[src/hdl/nqts_pkg.sv]
`default_nettype none
// ----------------------------------------------------------------------------
// nqts_pkg
// Shared constants and types for the note queue tone sequencer.
// ----------------------------------------------------------------------------
package nqts_pkg;

  localparam int QUEUE_DEPTH = 16;
  localparam int PTR_W       = (QUEUE_DEPTH > 1) ? $clog2(QUEUE_DEPTH) : 1;
  localparam int LVL_W       = $clog2(QUEUE_DEPTH + 1);

  localparam int TONE_W  = 16;
  localparam int DUR_W   = 16;
  localparam int QLEV_W  = 5;

  localparam logic KIND_PUSH = 1'b0;
  localparam logic KIND_TICK = 1'b1;

  // controller -> datapath
  typedef struct packed {
    logic load;      // item accepted, capture a result
    logic accepted;  // accepted flag of the result
    logic push;      // write a note into the queue
    logic tick_en;   // enabled tick: count down the current note
    logic pop;       // start the next note from the queue
  } nqts_cmd_t;

  // datapath -> controller
  typedef struct packed {
    logic full;
    logic empty;
    logic playing;
    logic ms_last;   // current note ends on the next enabled tick
  } nqts_stat_t;

endpackage
`default_nettype wire

[src/hdl/nqts_ctrl.sv]
`default_nettype none
// ----------------------------------------------------------------------------
// nqts_ctrl
// Handshake control, playback enable register and command decode.
// ----------------------------------------------------------------------------
module nqts_ctrl
  import nqts_pkg::*;
(
  input  wire logic       clk,
  input  wire logic       rst_n,
  input  wire logic       cfg_we,
  input  wire logic       cfg_wdata,
  input  wire logic       in_valid,
  output logic            in_ready,
  input  wire logic       in_kind,
  output logic            out_valid,
  input  wire logic       out_ready,
  input  wire nqts_stat_t stat,
  output nqts_cmd_t       cmd
);

  logic enabled_r, enabled_nxt;
  logic out_valid_r, out_valid_nxt;
  logic accept;
  logic note_end;

  // result register frees up when empty or being taken
  assign in_ready  = !out_valid_r || out_ready;
  assign accept    = in_valid && in_ready;
  assign out_valid = out_valid_r;

  always_comb begin
    enabled_nxt = cfg_we ? cfg_wdata : enabled_r;
    if (accept) begin
      out_valid_nxt = 1'b1;
    end else if (out_ready) begin
      out_valid_nxt = 1'b0;
    end else begin
      out_valid_nxt = out_valid_r;
    end
  end

  assign note_end = !stat.playing || stat.ms_last;

  always_comb begin
    cmd          = '0;
    cmd.load     = accept;
    cmd.push     = accept && (in_kind == KIND_PUSH) && !stat.full;
    cmd.accepted = (in_kind == KIND_TICK) || !stat.full;
    cmd.tick_en  = accept && (in_kind == KIND_TICK) && enabled_r;
    cmd.pop      = cmd.tick_en && note_end && !stat.empty;
  end

  always_ff @(posedge clk) begin
    if (!rst_n) begin
      enabled_r   <= 1'b0;
      out_valid_r <= 1'b0;
    end else begin
      enabled_r   <= enabled_nxt;
      out_valid_r <= out_valid_nxt;
    end
  end

endmodule
`default_nettype wire

[config.mk]
export PLATFORM = sky130hd
export DESIGN_NAME = nqts_ctrl
export DESIGN_NICKNAME = d
export VERILOG_FILES = /design/src/hdl/nqts_pkg.sv /design/src/hdl/nqts_ctrl.sv
export SDC_FILE = /design/constraint.sdc
export NUM_CORES = 1
export LEC_CHECK = 0
export BUFFER_PORTS_ARGS = -buffer_cell sky130_fd_sc_hd__buf_2
export CAP_MARGIN = 0
export CORE_AREA = 2 2 39 41
export DETAILED_ROUTE_END_ITERATION = 16
export DIE_AREA = 0 0 41 43
export PLACE_DENSITY = 0.34
export REMOVE_ABC_BUFFERS = 1
export SETUP_SLACK_MARGIN = 0.5
export SLEW_MARGIN = 40
export SYNTH_ARGS = -nofsm -noshare
export SYNTH_HDL_FRONTEND = slang
export SYNTH_SLANG_ARGS = --single-unit
[constraint.sdc]
create_clock -name clk -period 1 [get_ports clk]
set_clock_uncertainty 0.1 [all_clocks]
set_input_delay 0.15 -clock clk [delete_from_list [all_inputs] [get_ports clk]]
set_output_delay 0.15 -clock clk [all_outputs]
set_load 0.01 [all_outputs]
==> metrics.md <==
| Metric | Value |
|---|---|
| Status | `complete, but fails checks` |
| Violated checks | `setup timing` |
| Worst r2r src | `out_valid` |
| Setup-failing EPs final | `5` |
| Clock slew at reported path FFs | `30 ps` |
| Min Hold Slack | `56.2 ps` |
| Final hold vios | `0` |
| Met3 wire length | `62 um` |
| DIE AREA | `1760 sq um` |
| Mux share of post-synthesis cell area | `6.84%` |
| Routed Antenna Nets | `0` |
| CP delay by family, top | `simple AND/OR/NAND/NOR gates` |
| H-Tree Depth | `1` |
| Switching pwr | `0.0769 mW` |
| Worst Setup End Kind | `output pin` |
| GPL Wtd Cong | `0.533` |
| RSZ-0062 raised after global routing | `yes` |
| Avg WL per Cell | `8.92 um` |
| Final net count | `47` |
| Switching portion of total power | `22.6%` |
| Final worst slack | `-321 ps` |
| WP depth | `3` |
| First DRT Iteration DRCs | `2` |
| # hold bufs at CTS | `0` |
| #FFs+latches synth | `2` |
| Overall power | `0.341 mW` |
| Post-synthesis simple-gate area fraction | `53.0%` |
| Post-Synth XOR/XNOR Area | `0%` |
| Layout cells sized above 1 | `73.5%` |
| Internal power | `0.264 mW` |
| Crit Path Max Fanout | `6` |
| DRC violations left | `0` |
| Crit. Startpoint | `out_valid` |
| Syn avg cell area | `9.76 sq um` |
| Vias/cell | `3.64` |
| Met2 wire len | `179 um` |
| CTS tree | `built` |
| Cells along the critical path | `nor2b_4, and4b_1, buf_2` |
| CP Capture Point | `cmd[1]` |
| HPWL Detailed | `366 um` |
| Fin crit share | `132%` |
| Total wire length | `446 um` |
| Syn-to-layout area delta | `100%` |
| Critical Path Slowest Stage Cell | `dfxtp_2` |
| Max Cap Violations | `0` |
| Chip width | `41 um` |
| Synth Area in Adders | `0%` |
| Critical Path RT | `750 ps` |
| Reg-to-Reg End | `out_valid` |
| R2R depth | `2` |
| Cell Area, Synth | `146 sq um` |
| Largest net degree at the start of global routing | `7` |
| Area of all placed cells without fillers | `293 sq um` |
| DRT Pass-1 Iters | `4` |
| Metal-1 WL | `204 um` |
| Highest clock rate | `757 MHz` |
| Synth Warn # | `0` |
| Std-Cell Rows | `14` |
| Initial Util | `10.6%` |
| Min-delay worst type | `primary input to flop` |
| Slew HR | `87.8%` |
| FF-to-FF setup slack | `170 ps` |
| Synth Area in Compound Gates | `5.13%` |
| Skew-Pair Late Insertion Delay | `220 ps` |
| Leakage | `0.149 nW` |
| Tightest Pin Transition | `183 ps` |
| Antenna Cells | `0` |
| DR top layer | `met3` |
| PortBufs | `17` |
| CP arrival | `1070 ps` |
| CP Buf/Inv Count | `1` |
| Filler instances | `161` |
| Pwr Density | `1160 nW/um^2` |
| Worst slack, placed | `-108 ps` |
| Fin. max-slew vios | `0` |
| Area post-placement | `244 sq um` |
| Max IR drop VDD | `0.528 mV` |
| Final min period | `1320 ps` |
| CTS Buf Count | `3` |
| Critical path class | `flop to output pin` |
| DR vias | `182` |
| Gr usage total | `5.71%` |
| Core area | `1380 sq um` |
| First-pass GRT wire length | `572 um` |
| Global route overflow | `0` |
| DP Cell Count | `47` |
| Vias in the first global route | `170` |
| Sequential share of power | `26.2%` |
| Worst setup SP type | `flop` |
| Final cell count without fillers | `50` |
| CTS sink cnt | `2` |
| Cell count after synthesis | `15` |
| Worst path max stage delay | `310 ps` |
| Power share of the clock group | `51.4%` |
| Boundary pin count | `18` |
| Setup Buffers After CTS | `0` |
| Die H | `43 um` |
| Combinational group share of total power | `22.4%` |
| Post-synth cell types | `12` |
| Register area share after synthesis | `27.4%` |
| Main combinational cell family by area after synthesis | `simple AND/OR/NAND/NOR gates` |
| Max clock buf depth | `2` |
| Root Driver | `clkbuf_4` |
| Initial antenna violation count | `0` |
## area by class of cell
| class | instances | area, sq um | share of cell area (%) |
|---|---|---|---|
| Timing Repair Buffer | 17 | 101 | 34.6 |
| Clock buffer | 3 | 22.5 | 7.69 |
| Tap cell | 16 | 20.0 | 6.84 |
| Sequential cell | 2 | 42.5 | 14.5 |
| Multi-Input combinational cell | 11 | 103 | 35.0 |
| Inverter | 1 | 3.75 | 1.28 |
## metrics by stage
stage	utilization (%)	TNS, ps
detailed placement	17.6	-155
floorplan	-	-90.7
global route	21.2	-1540
CTS	21.2	-1260
global placement	17.6	-109
finish	21.2	-1160
## cell usage after synthesis
master,count,area share (%)
o21a_1,1,5.1
and4b_1,1,6.8
buf_4,1,5.1
nor2b_1,3,13
nor4b_2,1,10
dfxtp_1,2,27
mux2i_1,1,6.8
nor3_1,1,3.4
nor2b_4,1,9.4
nand2b_1,1,4.3
inv_1,1,2.6
nand4b_1,1,6.0
## cell families after synthesis
logic type             after synthesis
AOI/OAI and AO/OA                    1
buffers and inverters                2
DFF                                  2
muxes                                1
and+or+nand+nor                      9
## how the worst min path moves through the flow
stage / start / to / slack, ps / cells past startpoint
finish: rst_n / out_valid / 60 / 2
CTS: rst_n / out_valid / 50 / 2
global placement: rst_n / out_valid / 280 / 2
global route: rst_n / out_valid / 60 / 2
floorplan: rst_n / out_valid / 170 / 1
detailed placement: rst_n / out_valid / 280 / 2
## power by group through the flow
stage          sequential, mW  clock (mW)  combinational (mW)
2_1_floorplan          0.0902           0              0.0271
3_3_place_gp           0.0894           0              0.0666
3_5_place_dp           0.0895           0              0.0665
4_1_cts                0.0894       0.190              0.0772
5_1_grt                0.0898       0.200              0.0844
6_report               0.0893       0.175              0.0765
## worst reg2reg max path: cells and delay by family (launching register included)
family             cells  cell delay [ps]
and+or+nand+nor        1              140
AOI/OAI and AO/OA      1              180
DFF                    1              300
## per-layer routing
| layer | vias up | track usage, % |
|---|---|---|
| met3 | 0 | 3.14 |
| met5 | - | 0 |
| met1 | 74 | 5.41 |
| met2 | 16 | 6.88 |
| met4 | 0 | 8.00 |
| li1 | 92 | - |
## timing repair
action / CTS / global route
setup endpoints to repair: 9 / 9
pin swaps: 1 / 0
gates resized for setup: 7 / 0
## cell usage in the layout, fill, tap and decap left out
cell,Yosys,routed
and4b_1,1,1
buf_2,0,15
buf_6,0,1
buf_8,0,1
clkbuf_4,0,3
dfxtp_2,0,2
inv_1,1,1
mux2i_1,1,1
nand2b_4,0,1
nand4b_1,1,1
nor2b_1,3,3
nor2b_4,1,1
nor3_1,1,1
nor4b_2,1,1
o21a_1,1,1
## registers in the layout, summed over array words and instances (netlist names)
name and count:
out_valid 1, enabled_r 1
No activity file was read; power rests on OpenSTA's default activity.
