**config.mk**
```make
export PLATFORM = sky130hd
export DESIGN_NAME = nqts_dpath
export DESIGN_NICKNAME = d
export VERILOG_FILES = /design/src/hdl/nqts_pkg.sv /design/src/hdl/nqts_dpath.sv
export SDC_FILE = /design/constraint.sdc
export NUM_CORES = 1
export LEC_CHECK = 0
export BUFFER_PORTS_ARGS = -buffer_cell sky130_fd_sc_hd__buf_4
export CAP_MARGIN = 30
export CORE_MARGIN = 1
export CORE_UTILIZATION = 40
export DETAILED_ROUTE_END_ITERATION = 12
export PLACE_DENSITY = 0.54
export SETUP_SLACK_MARGIN = 0.4
export SYNTH_ARGS = -nofsm -noshare
export SYNTH_HDL_FRONTEND = slang
export SYNTH_SLANG_ARGS = --single-unit
```
**constraint.sdc**
```tcl
create_clock -name clk -period 5.8 [get_ports clk]
set_input_delay 0.58 -clock clk [delete_from_list [all_inputs] [get_ports clk]]
set_output_delay 0.58 -clock clk [all_outputs]
set_load 0.01 [all_outputs]
```
**src/hdl/nqts_pkg.sv**
```systemverilog
`default_nettype none
// ----------------------------------------------------------------------------
// nqts_pkg
// Shared constants and types for the note queue tone sequencer.
// ----------------------------------------------------------------------------
package nqts_pkg;

  localparam int QUEUE_DEPTH = 16;
  localparam int PTR_W       = (QUEUE_DEPTH > 1) ? $clog2(QUEUE_DEPTH) : 1;
  localparam int LVL_W       = $clog2(QUEUE_DEPTH + 1);

  localparam int TONE_W  = 16;
  localparam int DUR_W   = 16;
  localparam int QLEV_W  = 5;

  localparam logic KIND_PUSH = 1'b0;
  localparam logic KIND_TICK = 1'b1;

  // controller -> datapath
  typedef struct packed {
    logic load;      // item accepted, capture a result
    logic accepted;  // accepted flag of the result
    logic push;      // write a note into the queue
    logic tick_en;   // enabled tick: count down the current note
    logic pop;       // start the next note from the queue
  } nqts_cmd_t;

  // datapath -> controller
  typedef struct packed {
    logic full;
    logic empty;
    logic playing;
    logic ms_last;   // current note ends on the next enabled tick
  } nqts_stat_t;

endpackage
`default_nettype wire

```
**src/hdl/nqts_dpath.sv**
```systemverilog
`default_nettype none
// ----------------------------------------------------------------------------
// nqts_dpath
// Note queue, note countdown and tone state, plus the result register.
// ----------------------------------------------------------------------------
module nqts_dpath
  import nqts_pkg::*;
(
  input  wire logic              clk,
  input  wire logic              rst_n,
  input  wire nqts_cmd_t         cmd,
  output nqts_stat_t             stat,
  input  wire logic [TONE_W-1:0] in_tone_hz,
  input  wire logic [DUR_W-1:0]  in_duration_ms,
  output logic                   out_accepted,
  output logic                   out_tone_on,
  output logic [TONE_W-1:0]      out_tone_hz_out,
  output logic                   out_note_started,
  output logic [QLEV_W-1:0]      out_queue_level
);

  localparam logic [PTR_W-1:0] PTR_LAST = PTR_W'(QUEUE_DEPTH - 1);
  localparam logic [LVL_W-1:0] LVL_FULL = LVL_W'(QUEUE_DEPTH);

  logic [TONE_W-1:0] q_tone [QUEUE_DEPTH];
  logic [DUR_W-1:0]  q_dur  [QUEUE_DEPTH];

  logic [PTR_W-1:0]  rd_ptr_r, rd_ptr_nxt;
  logic [PTR_W-1:0]  wr_ptr_r, wr_ptr_nxt;
  logic [LVL_W-1:0]  fill_r, fill_nxt;
  logic              playing_r, playing_nxt;
  logic              sounding_r, sounding_nxt;
  logic [DUR_W-1:0]  ms_r, ms_nxt;
  logic [TONE_W-1:0] cur_tone_r, cur_tone_nxt;

  logic [TONE_W-1:0] head_tone_r;
  logic [DUR_W-1:0]  head_dur_r;
  logic [LVL_W+QLEV_W-1:0] fill_ext;

  logic              acc_r;
  logic              tone_on_r;
  logic [TONE_W-1:0] tone_out_r;
  logic              started_r;
  logic [QLEV_W-1:0] level_r;

  assign stat.full    = (fill_r == LVL_FULL);
  assign stat.empty   = (fill_r == '0);
  assign stat.playing = playing_r;
  assign stat.ms_last = (ms_r[DUR_W-1:1] == '0);

  always_comb begin
    rd_ptr_nxt   = rd_ptr_r;
    wr_ptr_nxt   = wr_ptr_r;
    fill_nxt     = fill_r;
    playing_nxt  = playing_r;
    sounding_nxt = sounding_r;
    ms_nxt       = ms_r;
    cur_tone_nxt = cur_tone_r;

    if (cmd.push) begin
      wr_ptr_nxt = (wr_ptr_r == PTR_LAST) ? '0 : wr_ptr_r + 1'b1;
      fill_nxt   = fill_r + 1'b1;
    end

    // countdown saturates at zero; note ends on the enabled tick that leaves it at zero
    if (cmd.tick_en && playing_r) begin
      ms_nxt = (ms_r != '0) ? ms_r - 1'b1 : '0;
      if (ms_r[DUR_W-1:1] == '0) begin
        playing_nxt  = 1'b0;
        sounding_nxt = 1'b0;
      end
    end

    if (cmd.pop) begin
      rd_ptr_nxt   = (rd_ptr_r == PTR_LAST) ? '0 : rd_ptr_r + 1'b1;
      fill_nxt     = fill_r - 1'b1;
      ms_nxt       = head_dur_r;
      playing_nxt  = 1'b1;
      cur_tone_nxt = head_tone_r;
      sounding_nxt = (head_tone_r != '0);
    end
  end

  assign fill_ext = {{QLEV_W{1'b0}}, fill_nxt};

  always_ff @(posedge clk) begin
    if (!rst_n) begin
      rd_ptr_r   <= '0;
      wr_ptr_r   <= '0;
      fill_r     <= '0;
      playing_r  <= 1'b0;
      sounding_r <= 1'b0;
      ms_r       <= '0;
      cur_tone_r <= '0;
    end else begin
      rd_ptr_r   <= rd_ptr_nxt;
      wr_ptr_r   <= wr_ptr_nxt;
      fill_r     <= fill_nxt;
      playing_r  <= playing_nxt;
      sounding_r <= sounding_nxt;
      ms_r       <= ms_nxt;
      cur_tone_r <= cur_tone_nxt;
    end
  end

  always_ff @(posedge clk) begin
    if (cmd.push) begin
      q_tone[wr_ptr_r] <= in_tone_hz;
      q_dur[wr_ptr_r]  <= in_duration_ms;
    end
    // head of the queue for the next item; a push into that slot goes straight through
    if (cmd.push && (wr_ptr_r == rd_ptr_nxt)) begin
      head_tone_r <= in_tone_hz;
      head_dur_r  <= in_duration_ms;
    end else begin
      head_tone_r <= q_tone[rd_ptr_nxt];
      head_dur_r  <= q_dur[rd_ptr_nxt];
    end
  end

  always_ff @(posedge clk) begin
    if (cmd.load) begin
      acc_r      <= cmd.accepted;
      tone_on_r  <= sounding_nxt;
      tone_out_r <= sounding_nxt ? cur_tone_nxt : '0;
      started_r  <= cmd.pop;
      level_r    <= fill_ext[QLEV_W-1:0];
    end
  end

  assign out_accepted     = acc_r;
  assign out_tone_on      = tone_on_r;
  assign out_tone_hz_out  = tone_out_r;
  assign out_note_started = started_r;
  assign out_queue_level  = level_r;

endmodule
`default_nettype wire

```
==> results by group, run 1 <==
Status
  – Status: complete, no violations

Setup path
  – CP Launch Type: flip-flop
  – Worst setup path class: reg2reg
  – Worst-path fanout max: 52
  – CP Capture Type: flip-flop
  – Buf/Inv on CP: 1
  – Delay-heaviest family, CP: simple AND/OR/NAND/NOR gates
  – Worst EP required: 6.14 ns
  – Crit-path slowest cell: dfxtp_4
  – Biggest cell delay along the critical path: 0.92 ns
  – Crit path cell chain: buf_4 > mux4_2 > a22oi_1 > nand2_1 > nor4_1 > nand4_1 > nor2b_1
  – Data arrival, critical path: about 4.0 ns

Clock network
  – Root Driver: clkbuf_16
  – Worst skew pair latency: between 0.6 and 0.7 ns
  – Clk slew on worst S/H paths: around 0.06 ns
  – Post-CTS Setup Bufs: 0
  – Clk sink count: 587
  – PostCTS Resize Cnt: 0
  – CTS buffer count: 59
  – TritonCTS clock tree: yes
  – H-tree depth: 2
  – Hold-fix buffers, CTS: 0
  – CTS max path bufs: 3

Global route
  – GRT overflow: 0
  – Largest net degree at the start of global routing: 65
  – Initial antenna violation count: 2
  – Vias in the first global route: 11050
  – Total GRT Usage: 0.188
  – First-pass GRT wire length: 76500 um

Layout
  – Commonest non-fill, non-tap cell in the layout: edfxtp_1
  – Most frequent cells in the layout: edfxtp_1, mux4_2, buf_4, nor2_1, clkbuf_16
  – Layout cells sized above 1: 0.268
  – Post-Layout Cell Count: approximately 2000
  – Area growth syn-to-layout: 14.3%
  – Nets: approximately 1200
  – # diodes: 0

Yosys
  – Seq/Total Area, Yosys: 0.761
  – Yosys warns: 0
  – Xor and xnor area share after synthesis: 0.00467
  – Most used DFF post-synth: edfxtp_1
  – Synth Area in Compound Gates: 0.0229
  – Synthesized cell area: 22500 um^2
  – Syn Nets: ~1100
  – Number of distinct library cells after synthesis: just over 50
  – FFs w/ async S/R, synth: 0
  – Fraction of the mapped netlist area in adder cells: 0.00501
  – Largest family of logic cells by synthesized area: multiplexers
  – Post-synthesis mux area share: 0.156
  – Post-Synth Simple-Gate Area: 0.0382
  – Post-synthesis cell count: between 1000 and 1500
  – Mapped Avg Cell Area: approximately 21 um^2
  – Post-synth EDFFs: 536
  – Number of synthesized register bits: ~600

STA
  – Fmax: 272 MHz
  – Headroom to the max-slew limit: 0.359
  – Period utilisation layout: 0.634
  – Post-Route Setup TNS: 0 ns
  – # setup viols final: 0
  – Fin crit period: 3.68 ns
  – RSZ-0062 raised after global routing: false
  – Hold_ws: about 0.15 ns
  – Endpoints failing hold: 0
  – Measured slew at the worst slew-check pin: 0.962 ns
  – Max Slew Vio Count: 0
  – Max Clock Skew: between 0.02 and 0.03 ns
  – Final WS setup: 2.12 ns

Power
  – Logic pwr share: 0.079
  – Leakage: between 8 and 9 nW
  – Maximum VDD drop: 239 uV
  – NetSw: between 1.5 and 2 mW
  – Clock power frac: 0.395
  – Share of power burned in registers: 0.526
  – Pwr per Cell Area: approximately 350 nW/um^2
  – Switch share: 0.219
  – Int Pwr: just over 7 mW

Placed design
  – DP Worst Slack: ~2 ns
  – IO Port Bufs: between 60 and 70
  – GP Congestion: between 0.7 and 0.8
  – Placed cells: around 1900
  – HPWL Detailed: approximately 28000 um

Floorplan
  – Die outline area: approximately 57000 um^2
  – Starting Density: 0.407
  – Die span in x: 239 um
  – Die Ht: about 240 um
  – Placeable Area: ~55000 um^2
  – Core Rows: 86
  – # IOs: 67

Flow run
  – Maximum Capacitance Violations: 0

Route
  – Met2 wire length: 24800 um
  – Via density: about 5.5
  – Initial DRT Pass Iterations: 5
  – Top Metal Used: met5
  – Antenna-violating nets left: 0
  – Metal3 WL: ~3000 um
  – DRT iter0 DRCs: ~960
  – Routed length per instance: ~27 um
  – Total wire length: 52700 um
  – Residual DRC count: 0
  – Via count: between 10000 and 15000
  – Met1 Routed Length: ~24000 um

Hold path
  – Hold Path Origin: cmd[3]
  – Min-Delay Path Class: in2reg
path summary, 6_finish.rpt:
| path | end | slack, ns | depth (start not counted) |
|---|---|---|---|
| worst min register to register | cur_tone_r[1]$_SDFF_PN0_ | 0.49 | 2 |
| worst max register to register | out_tone_on$_DFFE_PP_ | 2.12 | 7 |
| worst min-delay path | out_accepted$_DFFE_PP_ | 0.15 | 1 |
| worst max-delay path | out_tone_on$_DFFE_PP_ | 2.12 | 7 |
area by class of cell:
class	count	area (um^2)
clock buffer	81	1560
clock inverter	27	229
fill	4680	29600
inverter	9	33.8
multi-input combinational	441	5120
sequential	587	17100
tap	748	936
timing repair buffer	91	696
logic make-up after synthesis:
family	Yosys count
buf+inv	62
fa+ha+maj	9
xor+xnor	12
flops	587
mux	172
compound gates	72
simple gates	176
layer usage:
layer  global-route usage  vias to the layer above
met1                0.271                     5790
met5                    0                        -
met4               0.0507                        4
met3               0.0367                       71
li1                     -                     4668
met2                0.293                      326
cells in the mapped netlist (2+ instances only):
library cell	count	share of area
clkbuf_1	26	0.0043
xor2_1	5	0.0019
a22oi_1	35	0.012
buf_4	2	0.00067
a41oi_1	2	0.00078
buf_1	8	0.0013
a31oi_1	4	0.0011
and2_1	27	0.0075
buf_6	2	0.0010
edfxtp_1	536	0.72
ha_1	9	0.0050
or3_1	3	0.00083
o21ai_1	2	0.00045
o21ai_0	3	0.00067
nand2_1	32	0.0053
inv_1	9	0.0015
a21o_1	2	0.00067
a21oi_1	8	0.0018
a211oi_1	5	0.0017
mux2_2	3	0.0015
nand3_1	7	0.0016
and3_1	4	0.0011
nor2_1	65	0.011
dfxtp_1	51	0.045
buf_2	15	0.0033
nor4_1	6	0.0017
nor3b_1	4	0.0013
xnor2_1	7	0.0027
mux2i_1	27	0.012
nand2b_1	2	0.00056
nand4_1	2	0.00056
nor3_1	12	0.0027
nor2b_1	6	0.0017
mux4_2	142	0.14
flip-flops by register name, summed over array words and instances, names as in the netlist, named ones only:
name	count
q_tone	256
out_note_started	1
rd_ptr_r	4
out_queue_level	5
sounding_r	1
cur_tone_r	16
ms_r	16
out_accepted	1
playing_r	1
q_dur	256
out_tone_hz_out	16
fill_r	5
wr_ptr_r	4
out_tone_on	1
stage by stage:
| step | power (mW) | utilization | instance area, um^2 |
|---|---|---|---|
| finish | 9.10 | 0.465 | 25700 |
| global placement | 5.60 | 0.432 | 23900 |
| global route | 9.39 | 0.465 | 25700 |
| detailed placement | 5.61 | 0.432 | 23900 |
| floorplan | 5.34 | - | 22500 |
| CTS | 9.20 | 0.465 | 25700 |
power groups by stage:
stage,clock [mW],sequential (mW),combinational (mW)
floorplan,0,4.84,0.500
global placement,0,4.88,0.722
detailed placement,0,4.88,0.730
CTS,3.67,4.79,0.734
global route,3.81,4.80,0.781
finish,3.59,4.79,0.719
Note: power is estimated with default switching activity, not from simulation.
==> run 2, diff against run 1 <==
--- a/config.mk
+++ b/config.mk
@@ -5,6 +5,7 @@
 export SDC_FILE = /design/constraint.sdc
 export NUM_CORES = 1
 export LEC_CHECK = 0
+export ABC_AREA = 1
 export BUFFER_PORTS_ARGS = -buffer_cell sky130_fd_sc_hd__buf_4
 export CAP_MARGIN = 30
 export CORE_MARGIN = 1
==> constraint.sdc (replaced) <==
create_clock -name clk -period 3.4 [get_ports clk]
set_input_delay 0.34 -clock clk [delete_from_list [all_inputs] [get_ports clk]]
set_output_delay 0.34 -clock clk [all_outputs]
set_load 0.01 [all_outputs]
==> results by group, run 2 <==
Status
  – Status: complete, no violations

Placed design
  – GP Congestion: 0.825 (+11%)
  – IO Port Bufs: 66 (unchanged)
  – HPWL Detailed: 33100 um (+20%)

STA
  – Headroom to the max-slew limit: 0.409 (+0.0503)
  – Fin crit period: 2.76 ns (-0.920 ns)
  – Hold_ws: 0.0249 ns (-0.126 ns)
  – Endpoints failing hold: 0 (unchanged)
  – Post-Route Setup TNS: 0 ns (unchanged)
  – Period utilisation layout: 0.812 (+0.177)
  – Measured slew at the worst slew-check pin: 0.886 ns (-0.0755 ns)
  – # setup viols final: 0 (unchanged)
  – Fmax: 362 MHz (+33%)
  – RSZ-0062 raised after global routing: false
  – Max Slew Vio Count: 0 (unchanged)
  – Max Clock Skew: 0.0165 ns (-0.0133 ns)

Yosys
  – Area leader, netlist: edfxtp_1
  – Library cell with the highest instance count after synthesis: edfxtp_1
  – Synthesized cell area: 23900 um^2 (+6.3%)
  – Leading post-synthesis cells by cell area: edfxtp_1, nand2_1, nor2_1, dfxtp_1, nand3_1
  – FFs w/ async S/R, synth: 0 (unchanged)
  – Yosys warns: 0 (unchanged)
  – Post-synth EDFFs: 536 (unchanged)
  – Syn Nets: 2091 (+84%)
  – Fraction of the mapped netlist area in adder cells: 0.00471 (-0.000298)
  – Number of synthesized register bits: 587 (unchanged)
  – Largest family of logic cells by synthesized area: simple AND/OR/NAND/NOR gates
  – Xor and xnor area share after synthesis: 0.00293 (-0.00174)
  – Post-synthesis cell count: 2043 (+87%)
  – Mapped Avg Cell Area: 11.7 um^2 (-43%)
  – Top post-synthesis cells by count: edfxtp_1, nand2_1, nor2_1
  – Post-Synth Simple-Gate Area: 0.151 (+0.112)
  – Synth Area in Compound Gates: 0.0775 (+0.0545)
  – Most used DFF post-synth: edfxtp_1
  – Number of distinct library cells after synthesis: 39 (-24%)
  – Seq/Total Area, Yosys: 0.716 (-0.0453)
  – Post-synthesis mux area share: 0.000837 (-0.155)
  – Post-synth top area share: 0.673 (-0.0426)

Setup path
  – Reg2Reg Depth: 12 (+5)
  – Worst setup path class: reg2reg
  – CP Launch Type: flip-flop
  – CP Capture Type: flip-flop
  – Worst EP required: 3.75 ns (-2.39 ns)
  – Data arrival, critical path: 3.11 ns (-0.91 ns)
  – Worst-path fanout max: 139 (+170%)

Route
  – Total wire length: 64400 um (+22%)
  – Routed length per instance: 22.0 um (-17%)
  – Initial DRT Pass Iterations: 7 (+2)
  – Via count: 15633 (+44%)
  – Via density: 5.34 (-2.5%)
  – Antenna-violating nets left: 0 (unchanged)
  – Residual DRC count: 0 (unchanged)
  – DRT iter0 DRCs: 1483 (+55%)

Global route
  – Total GRT Usage: 0.213 (+0.0250)
  – GRT overflow: 0 (unchanged)
  – Vias in the first global route: 15245 (+38%)
  – First-pass GRT wire length: 95700 um (+25%)
  – Initial antenna violation count: 1 (-1)
  – Largest net degree at the start of global routing: 140 (+120%)

Clock network
  – CTS buffer count: 60 (+1.7%)
  – Clk sink count: 587 (unchanged)
  – Worst skew pair latency: 0.62 ns (about the same)
  – TritonCTS clock tree: yes
  – Post-CTS Setup Bufs: 0 (unchanged)
  – Root Driver: clkbuf_16
  – CTS max path bufs: 3 (unchanged)
  – Clk slew on worst S/H paths: 0.06 ns (about the same)
  – H-tree depth: 2 (unchanged)

Power
  – Logic pwr share: 0.090 (+0.011)
  – Leakage: 9.88 nW (+20%)
  – Share of power burned in registers: 0.505 (-0.021)
  – Switch share: 0.235 (+0.0159)
  – Clock power frac: 0.406 (+0.011)
  – Pwr per Cell Area: 586 nW/um^2 (+65%)
  – Int Pwr: 12.3 mW (+73%)
  – NetSw: 3.78 mW (+89%)
  – Maximum VDD drop: 428 uV (+79%)

Layout
  – Commonest non-fill, non-tap cell in the layout: edfxtp_1
  – Most frequent cells in the layout: edfxtp_1, nand2_1, nor2_1, nand3_1, o21ai_0
  – Area growth syn-to-layout: 14.7%
  – Layout cells sized above 1: 0.112 (-0.156)
  – Nets: 2153 (+74%)
  – Biggest regs: q_dur x256, q_tone x256

Floorplan
  – Die span in x: 246 um (+3.1%)
  – Core Rows: 89 (+3.5%)
  – Placeable Area: 59000 um^2 (+6.7%)
  – Starting Density: 0.405 (-0.00146)
  – Die outline area: 60800 um^2 (+6.3%)
  – # IOs: 67 (unchanged)
  – Die Ht: 246 um (+3.1%)

Hold path
  – Cells on Worst Hold Path: 1 (unchanged)
  – Min-Delay Path Class: in2reg

Flow run
  – Maximum Capacitance Violations: 0 (unchanged)
## run 2: cell count changes in the layout (fill, tap and decap cells not counted), sizes merged, moves of 17 or more
| cell | change |
|---|---|
| inv | +117 |
| nand3 | +186 |
| nor2 | +208 |
| o211ai | +51 |
| o21ai | +165 |
| or2 | +17 |
| mux4 | -142 |
| a21oi | +30 |
| nand2 | +341 |
| and2 | -25 |
| a22oi | -34 |
| o22ai | +17 |
| mux2i | -25 |
## run 2: timing repair
item,in CTS,in global routing
setup endpoints to repair,0,22
endpoints found under the hold margin,170,0
resized for setup,0,3
hold buffers,14,0
## run 2: power by group through the flow
| stage | Clock (mW) | Sequential, mW | Combinational [mW] |
|---|---|---|---|
| 5_1_grt | 6.89 | 8.12 | 1.61 |
| 4_1_cts | 6.63 | 8.11 | 1.45 |
| 6_report | 6.52 | 8.11 | 1.44 |
| 3_5_place_dp | 0 | 8.26 | 1.43 |
| 2_1_floorplan | 0 | 8.26 | 0.922 |
| 3_3_place_gp | 0 | 8.26 | 1.42 |
## run 2: worst max-delay path, cell delays in order (launching register included)
cell and delay (ns):
dfxtp_4 0.40, buf_16 0.45, nand2_1 0.13, nand3_1 0.10
nand3_1 0.10, nand3_1 0.13, nand2_1 0.08, nor2_1 0.23
nand2_1 0.10, nor2_1 0.12, nand3_1 0.18, nand2_2 0.31
nor2_1 0.08
## run 2: final timing paths
| check | from | end | slack [ns] |
|---|---|---|---|
| max | flip-flop | out_tone_hz_out[9]$_SDFFCE_PN0P_ | 0.64 |
| max reg2reg | flip-flop | out_tone_hz_out[9]$_SDFFCE_PN0P_ | 0.64 |
| min | in_duration_ms[14] | q_dur[2][14]$_DFFE_PP_ | 0.02 |
| min reg2reg | rd_ptr_r[0]$_SDFF_PN0_ | flip-flop | 0.49 |
## run 2: through the flow
step,cells,setup WS (ns),cell area (um^2),power [mW],utilization
CTS,2929,0.484,27400,16.2,0.465
detailed placement,2802,0.523,25300,9.69,0.429
global placement,2802,0.530,25300,9.68,0.429
floorplan,2043,0.790,23900,9.18,-
global route,2930,0.421,27400,16.6,0.465
finish,2930,0.641,27400,16.1,0.465
## run 2: metal layers
metal / track usage / wire, um / up-vias
met5: 0 / 0 / -
met4: 0.0692 / 1790 / 0
met3: 0.0278 / 3870 / 118
met2: 0.358 / 31300 / 485
met1: 0.286 / 27400 / 7724
li1: - / - / 7306
## run 2: final cells by class
class | instances | area, um^2
fill | 5328 | 31600
sequential | 587 | 17100
multi-input combinational | 1208 | 5780
clock buffer | 90 | 1770
timing repair buffer | 121 | 1110
tap | 773 | 967
inverter | 127 | 487
clock inverter | 23 | 193
antenna | 1 | 2.50
## run 2: cells by family (layout without fill, tap and decap cells)
group | after synthesis | in the layout
AO/OA/AOI/OAI | 315 | 315
AND/OR/NAND/NOR | 874 | 874
other | 0 | 1
XOR/XNOR | 8 | 8
buffers and inverters | 248 | 361
adder cells (fa/ha/maj) | 9 | 9
flip-flops | 587 | 587
multiplexers | 2 | 2
